`src/sv/sdw_pkg.sv`:
```
// ----------------------------------------------------------------------------
// sdw_pkg
// Shared types and fixed constants of the strided window downsampler.
// ----------------------------------------------------------------------------
package sdw_pkg;

    // item kinds on the input stream
    typedef enum logic [1:0] {
        OP_PIX_WRITE = 2'd0,
        OP_WGT_WRITE = 2'd1,
        OP_COMPUTE   = 2'd2
    } op_t;

    // configuration register indexes
    localparam logic [2:0] REG_FACTOR = 3'd0;
    localparam logic [2:0] REG_MARGIN = 3'd1;
    localparam logic [2:0] REG_SPAN   = 3'd2;
    localparam logic [2:0] REG_SRC_W  = 3'd3;
    localparam logic [2:0] REG_SRC_H  = 3'd4;
    localparam logic [2:0] REG_DST_W  = 3'd5;
    localparam logic [2:0] REG_DST_H  = 3'd6;

    localparam int CFG_IDX_W  = 3;
    localparam int CFG_DATA_W = 9;

    // fixed store and arithmetic sizes
    localparam int NUM_CH    = 4;
    localparam int PIX_AW    = 16;
    localparam int ACC_W     = 64;
    localparam int RND_SHIFT = 16;
    localparam int COORD_W   = 15;   // signed source coordinate, -14 .. 15825
    localparam int CENTER_W  = 14;   // (dest + margin) * factor
    localparam int TAP_W     = 5;    // taps per row, at most 29
    localparam int K_W       = 10;   // running weight index

    typedef enum logic [2:0] {
        ST_IDLE,
        ST_ORIGIN,
        ST_ROWBASE,
        ST_SCAN,
        ST_DRAIN,
        ST_FINISH
    } seq_state_t;

    typedef struct packed {
        logic [4:0] factor;
        logic [7:0] margin;
        logic [4:0] span;
        logic [8:0] src_w;
        logic [8:0] src_h;
        logic [8:0] dst_w;
        logic [8:0] dst_h;
    } cfg_t;

    // read request from the tap generator to the stores
    typedef struct packed {
        logic              en;
        logic [PIX_AW-1:0] pix_addr;
    } rd_req_t;

    // sequencer status toward the top level
    typedef struct packed {
        logic idle;
        logic res_load;
        logic res_err;
    } seq_stat_t;

endpackage

```
`src/sv/sdw_seq.sv`:
```
// ----------------------------------------------------------------------------
// sdw_seq
// Sequencer: works out the window origin, then walks the taps in raster
// order, one per cycle, issuing pixel and weight reads to the MAC lanes.
// ----------------------------------------------------------------------------
module sdw_seq
    import sdw_pkg::*;
#(
    parameter int MAX_SRC_WIDTH  = 256,
    parameter int MAX_SRC_HEIGHT = 256,
    parameter int MAX_SPAN       = 16,
    parameter int WA_W           = 8
)
(
    input  logic            clk,
    input  logic            rst_n,
    input  cfg_t            cfg,
    input  logic            go,
    input  logic [7:0]      dest_x,
    input  logic [7:0]      dest_y,
    input  logic            out_free,
    output seq_stat_t       stat,
    output rd_req_t         rd_req,
    output logic [WA_W-1:0] wgt_addr
);

    seq_state_t state_reg, state_next;

    logic signed [COORD_W-1:0] u_reg, u_next;
    logic signed [COORD_W-1:0] v_reg, v_next;
    logic signed [COORD_W-1:0] u0_reg, u0_next;
    logic [CENTER_W-1:0]       cx_reg, cx_next;
    logic [CENTER_W-1:0]       cy_reg, cy_next;
    logic [PIX_AW-1:0]         row_base_reg, row_base_next;
    logic [TAP_W-1:0]          iu_reg, iu_next;
    logic [TAP_W-1:0]          iv_reg, iv_next;
    logic [TAP_W-1:0]          n_reg, n_next;
    logic [K_W-1:0]            k_reg, k_next;
    logic                      drain_reg, drain_next;
    logic                      err_reg, err_next;

    logic [8:0]                sw;
    logic [8:0]                sh;
    logic [4:0]                span;
    logic [3:0]                half;
    logic [TAP_W-1:0]          n_calc;
    logic [COORD_W-1:0]        b_calc;
    logic [8:0]                xs;
    logic [8:0]                ys;
    logic signed [COORD_W+9:0] rb_prod;
    logic                      u_in;
    logic                      v_in;
    logic                      tap_in;

    // clamped geometry
    assign sw     = (int'(cfg.src_w) > MAX_SRC_WIDTH) ? 9'(MAX_SRC_WIDTH) : cfg.src_w;
    assign sh     = (int'(cfg.src_h) > MAX_SRC_HEIGHT) ? 9'(MAX_SRC_HEIGHT) : cfg.src_h;
    assign span   = (int'(cfg.span) > MAX_SPAN) ? 5'(MAX_SPAN) : cfg.span;
    assign half   = span[4:1];
    assign n_calc = (half == 4'd0) ? '0 : TAP_W'({half, 1'b0}) - TAP_W'(1);
    assign b_calc = COORD_W'(half) - COORD_W'(1);
    assign xs     = 9'(dest_x) + 9'(cfg.margin);
    assign ys     = 9'(dest_y) + 9'(cfg.margin);

    // first row base address, taken modulo the store depth
    assign rb_prod = v_reg * $signed({1'b0, sw});

    // bounds test of the current tap
    assign u_in   = !u_reg[COORD_W-1] && (u_reg < $signed({6'b0, sw}));
    assign v_in   = !v_reg[COORD_W-1] && (v_reg < $signed({6'b0, sh}));
    assign tap_in = u_in && v_in;

    assign rd_req.en       = (state_reg == ST_SCAN) && tap_in;
    assign rd_req.pix_addr = row_base_reg + PIX_AW'(u_reg);
    assign wgt_addr        = k_reg[WA_W-1:0];

    // state register
    always_ff @(posedge clk or negedge rst_n)
    begin
        if (!rst_n)
        begin
            state_reg <= ST_IDLE;
        end
        else
        begin
            state_reg <= state_next;
        end
    end

    // tap walk registers
    always_ff @(posedge clk)
    begin
        u_reg        <= u_next;
        v_reg        <= v_next;
        u0_reg       <= u0_next;
        cx_reg       <= cx_next;
        cy_reg       <= cy_next;
        row_base_reg <= row_base_next;
        iu_reg       <= iu_next;
        iv_reg       <= iv_next;
        n_reg        <= n_next;
        k_reg        <= k_next;
        drain_reg    <= drain_next;
        err_reg      <= err_next;
    end

    // next state and outputs
    always_comb
    begin
        state_next    = state_reg;
        u_next        = u_reg;
        v_next        = v_reg;
        u0_next       = u0_reg;
        cx_next       = cx_reg;
        cy_next       = cy_reg;
        row_base_next = row_base_reg;
        iu_next       = iu_reg;
        iv_next       = iv_reg;
        n_next        = n_reg;
        k_next        = k_reg;
        drain_next    = drain_reg;
        err_next      = err_reg;
        stat.idle     = 1'b0;
        stat.res_load = 1'b0;
        stat.res_err  = err_reg;

        unique case (state_reg)
            ST_IDLE:
            begin
                stat.idle = 1'b1;
                if (go)
                begin
                    cx_next  = CENTER_W'({5'b0, xs} * {9'b0, cfg.factor});
                    cy_next  = CENTER_W'({5'b0, ys} * {9'b0, cfg.factor});
                    err_next = (9'(dest_x) >= cfg.dst_w) || (9'(dest_y) >= cfg.dst_h);
                    if ((9'(dest_x) >= cfg.dst_w) || (9'(dest_y) >= cfg.dst_h))
                    begin
                        state_next = ST_FINISH;
                    end
                    else
                    begin
                        state_next = ST_ORIGIN;
                    end
                end
            end

            ST_ORIGIN:
            begin
                u0_next    = $signed({1'b0, cx_reg}) - $signed(b_calc);
                u_next     = $signed({1'b0, cx_reg}) - $signed(b_calc);
                v_next     = $signed({1'b0, cy_reg}) - $signed(b_calc);
                n_next     = n_calc;
                state_next = ST_ROWBASE;
            end

            ST_ROWBASE:
            begin
                row_base_next = rb_prod[PIX_AW-1:0];
                iu_next       = '0;
                iv_next       = '0;
                k_next        = '0;
                drain_next    = 1'b0;
                if (n_reg == '0)
                begin
                    state_next = ST_DRAIN;
                end
                else
                begin
                    state_next = ST_SCAN;
                end
            end

            ST_SCAN:
            begin
                k_next = k_reg + K_W'(1);
                if (iu_reg == n_reg - TAP_W'(1))
                begin
                    iu_next       = '0;
                    u_next        = u0_reg;
                    iv_next       = iv_reg + TAP_W'(1);
                    v_next        = v_reg + COORD_W'(1);
                    row_base_next = row_base_reg + PIX_AW'(sw);
                    if (iv_reg == n_reg - TAP_W'(1))
                    begin
                        drain_next = 1'b0;
                        state_next = ST_DRAIN;
                    end
                end
                else
                begin
                    iu_next = iu_reg + TAP_W'(1);
                    u_next  = u_reg + COORD_W'(1);
                end
            end

            // let the read, multiply and accumulate stages empty
            ST_DRAIN:
            begin
                drain_next = 1'b1;
                if (drain_reg)
                begin
                    state_next = ST_FINISH;
                end
            end

            ST_FINISH:
            begin
                if (out_free)
                begin
                    stat.res_load = 1'b1;
                    state_next    = ST_IDLE;
                end
            end

            default:
            begin
                state_next = ST_IDLE;
            end
        endcase
    end

`ifndef SYNTHESIS
    // tap counters stay inside the window while scanning
    a_tap_range: assert property (@(posedge clk) disable iff (!rst_n)
        state_reg == ST_SCAN |-> (iu_reg < n_reg) && (iv_reg < n_reg))
        else $error("tap counter outside window");

    // weight index follows the raster position, out-of-bounds taps included
    a_k_track: assert property (@(posedge clk) disable iff (!rst_n)
        state_reg == ST_SCAN |->
            ({5'b0, iv_reg} * {5'b0, n_reg} + {5'b0, iu_reg}) == k_reg)
        else $error("weight index out of step with tap position");
`endif

endmodule
```
`config.mk`:
```
export PLATFORM = sky130hd
export DESIGN_NAME = sdw_seq
export DESIGN_NICKNAME = d
export VERILOG_FILES = /design/src/sv/sdw_pkg.sv /design/src/sv/sdw_seq.sv
export SDC_FILE = /design/constraint.sdc
export NUM_CORES = 1
export LEC_CHECK = 0
export ABC_AREA = 1
export BUFFER_PORTS_ARGS = -buffer_cell sky130_fd_sc_hd__buf_4
export CAP_MARGIN = 20
export CORE_MARGIN = 1.5
export CORE_UTILIZATION = 57
export DETAILED_ROUTE_END_ITERATION = 10
export PLACE_DENSITY = 0.78
export SYNTH_ARGS = -nofsm -noshare
export SYNTH_HDL_FRONTEND = slang
export SYNTH_SLANG_ARGS = --single-unit
```
`constraint.sdc`:
```
create_clock -name clk -period 4.5 [get_ports clk]
set_input_delay 0.225 -clock clk [delete_from_list [all_inputs] [get_ports clk]]
set_output_delay 0.225 -clock clk [all_outputs]
set_load 0.05 [all_outputs]
```
==> flow_summary_export.csv <==
group,metric,value,unit
clocking,clk_pin_slew,0.06,ns
cells_and_area,final_cells,2545,
placed_design,place.port_buffers,101,
clocking,cts_root_buffer,"clkbuf_16",
timing,hold_viol,0,
cells_and_area,largest_register_ffs,16,
critical_path,cp_data_required_time,4.67,ns
timing,finalWorstSetupSlack,-0.283,ns
routing,vias,13725,
yosys,synth_edf_count,114,
timing,fin_crit_sh,106,%
clocking,insertion_delay,0.42,ns
yosys,async_reset_ff_share,2.56,%
clocking,ctsHtreeMaxLevel,4,
critical_path,r2r_start,"v_reg[3]$_DFFE_PP_",
cells_and_area,layout-drive-gt1-share,19.0,%
critical_path,rr_worst_depth,21,
yosys,synth_top_area_share,22.7,%
routing,drt_iter0_markers,843,
critical_path,crit_chain,"inv_2 -> buf_4 -> nor2_1 -> fa_1 -> fa_1 -> inv_1 -> fa_1 -> inv_1 -> fa_1 -> inv_2 -> fa_1 -> inv_2 -> ha_4 -> a21o_1 -> nand3_1 -> nand4_1 -> buf_4 -> a31oi_4 -> nand3_1 -> nand3_1 -> nand2_1",
critical_path,reg2reg_to,"row_base_reg[15]$_DFFE_PP_",
yosys,synth_common_cells,"455 x nand2_1, 348 x inv_1, 188 x ha_1",
routing,drc,0,
cells_and_area,nets,2571,
grt,grt_util_all_layers,28.8,%
critical_path,cpMostUsedCell,"fa_1",
yosys,synth-main-ff-cell,"edfxtp_1",
floorplanning,die_x,166,um
routing,wl,39300,um
yosys,yosysMostFrequentCell,"nand2_1",
timing,worstMarginPinSlew,1.04,ns
clocking,tritoncts,"done",
critical_path,worstSetupStartpoint,"v_reg[3]$_DFFE_PP_",
placed_design,post-place-ws,-0.743,ns
yosys,ys_seq_area_share,23.2,%
critical_path,critPathArrivalTime,4.96,ns
run,cap_violations,0,
yosys,synth_nets,2313,
placed_design,dp_hpwl,32100,um
timing,setup_violations,6,
routing,wl_per_cell,15.5,um
min_path,hold_start,"cfg[40]",
outcome,violations,"negative setup slack",
timing,maxSlewHeadroom,30.7,%
grt,grt_pass1_vias,13745,
timing,fmax,209,MHz
yosys,synthTopCellsByArea,"edfxtp_1 23%, ha_1 16%, fa_1 15%, nand2_1 11%, inv_1 8.6%",
critical_path,end_kind,"register",
min_path,hold_depth,3,
grt,grt_overflow,0,
grt,antenna_found_initial,0,
placed_design,place_congestion,0.962,
yosys,synth.distinct_cells,50,
power_and_ir_drop,peakVddDrop,0.00163,V
power_and_ir_drop,p_leak,9.46,nW
yosys,syn_area,0.0151,mm^2
timing,final.min_clock_period,4.78,ns
floorplanning,die-area,0.0275,mm^2
critical_path,crit_slowest_cell,"fa_1",
clocking,numCtsBuffers,17,
critical_path,worst-setup-path-type,"reg2reg",
yosys,yosysTopAreaCell,"edfxtp_1",
cells_and_area,antenna_cells,0,
power_and_ir_drop,p_per_area,840,mW/mm^2
yosys,synth_cells,1939,
timing,clock_skew,0.0123,ns
floorplanning,pin_count,102,
yosys,syn_avg_cell_area,7.79,um^2
critical_path,crit_path_max_fanout,4,
min_path,hold_path_class,"in2reg",
yosys,synth-warning-count,0,
placed_design,dp.cells,2492,
cells_and_area,area_growth,21.8,%
timing,slew_violations,0,
floorplanning,fp.dieH,166,um
routing,ant_nets,0,
critical_path,crit_family,"adder cells",
critical_path,reg2reg_slack,-0.28,ns
critical_path,cp-start-kind,"register",
floorplanning,core.rowCount,59,
grt,grt_max_degree,49,
yosys,synth-seq-cells,117,
floorplanning,core_area,0.0261,mm^2
outcome,status,"finished with violations",
routing,vias_per_cell,5.39,
critical_path,path_buf_inv,7,
routing,drt-pass1-iter-count,5,
clocking,clockBufferDepth,2,
clocking,cts_sinks,117,
min_path,holdPathEnd,"n_reg[0]$_SDFFCE_PN0P_",
floorplanning,initial_utilization,58.0,%
grt,grt_pass1_wl,64600,um
timing,rsz0062_at_grt,"yes",
critical_path,max_stage_delay,0.55,ns
==> how the worst max path moves through the flow <==
stage / endpoint / slack, ns / cells after the start
2_1_floorplan: row_base_reg[12]$_DFFE_PP_ / -0.48 / 26
3_3_place_gp: row_base_reg[13]$_DFFE_PP_ / -0.58 / 27
3_5_place_dp: row_base_reg[13]$_DFFE_PP_ / -0.74 / 27
4_1_cts: row_base_reg[15]$_DFFE_PP_ / -0.23 / 20
5_1_grt: row_base_reg[13]$_DFFE_PP_ / -0.47 / 21
6_report: row_base_reg[15]$_DFFE_PP_ / -0.28 / 21
==> routing by layer <==
layer	vias to the layer above	GRT usage [%]	wire [um]
met5	-	0	0
met4	0	11.9	1490
met3	99	3.72	2040
met2	412	51.7	19700
met1	6421	34.8	16100
li1	6793	-	-
==> stage by stage <==
| step | area [um^2] | utilization, % | hold slack (ns) | total power (W) | TNS (ns) |
|---|---|---|---|---|---|
| 6_report | 18400 | 70.6 | 0.128 | 0.0155 | -1.32 |
| 5_1_grt | 18400 | 70.6 | 0.135 | 0.0168 | -2.74 |
| 3_3_place_gp | 17400 | 66.9 | 0.0153 | 0.0130 | -5.59 |
| 4_1_cts | 18100 | 69.5 | 0.123 | 0.0149 | -1.06 |
| 2_1_floorplan | 15300 | - | -0.0706 | 0.00996 | -2.30 |
| 3_5_place_dp | 17400 | 66.9 | 0.0196 | 0.0134 | -6.98 |
==> placed cells by master (no fill, tap or decap), types with 10 or more instances in the layout <==
| cell type | count |
|---|---|
| nor3_1 | 16 |
| buf_4 | 264 |
| o21ai_0 | 53 |
| edfxtp_1 | 114 |
| nand4_1 | 24 |
| ha_1 | 174 |
| inv_2 | 18 |
| xnor2_1 | 27 |
| or2_2 | 11 |
| o21ai_1 | 22 |
| o211ai_1 | 10 |
| inv_1 | 334 |
| a21oi_1 | 112 |
| nand2_2 | 23 |
| nand2_1 | 435 |
| xor2_1 | 53 |
| clkbuf_16 | 17 |
| ha_4 | 13 |
| a31oi_1 | 10 |
| nor2_1 | 147 |
| nand3_1 | 90 |
| fa_1 | 109 |
==> worst register-to-register path, stage by stage (launching register included) <==
cell	delay [ns]
edfxtp_1	0.42
inv_2	0.09
buf_4	0.11
nor2_1	0.05
fa_1	0.41
fa_1	0.55
inv_1	0.05
fa_1	0.48
inv_1	0.05
fa_1	0.49
inv_2	0.04
fa_1	0.52
inv_2	0.05
ha_4	0.23
a21o_1	0.17
nand3_1	0.07
nand4_1	0.17
buf_4	0.20
a31oi_4	0.15
nand3_1	0.09
nand3_1	0.08
nand2_1	0.08
==> kinds of logic after synthesis <==
| kind of cell | after synthesis | synth area share, % |
|---|---|---|
| adders and majority gates | 300 | 30.4 |
| and+or+nand+nor | 788 | 22.1 |
| buffers and inverters | 393 | 10.1 |
| DFF | 117 | 23.2 |
| AOI/OAI and AO/OA | 260 | 9.58 |
| xor gates and xnor gates | 81 | 4.70 |
==> where the power goes <==
| group | total (W) | switching, W | internal (W) |
|---|---|---|---|
| Sequential | 0.00255 | 0.000471 | 0.00208 |
| Clock | 0.00127 | 0.000514 | 0.000758 |
| Combinational | 0.0116 | 0.00685 | 0.00479 |
==> cell type report <==
| type | count | area [um^2] |
|---|---|---|
| Sequential cell | 117 | 3500 |
| Tap cell | 335 | 419 |
| Clock buffer | 20 | 437 |
| Fill cell | 2055 | 7650 |
| Timing Repair Buffer | 273 | 2100 |
| Multi-Input combinational cell | 1429 | 10500 |
| Inverter | 359 | 1360 |
| Clock inverter | 12 | 108 |
==> repair_timing <==
action                                  4_1_cts  5_1_grt
endpoints found under the setup margin        8       15
hold buffers                                  1        0
pin swaps                                    19       44
setup buffers                                13        7
resized for setup                            13       67
endpoints found under the hold margin         3        0
Note: power is estimated with default switching activity, not from simulation.
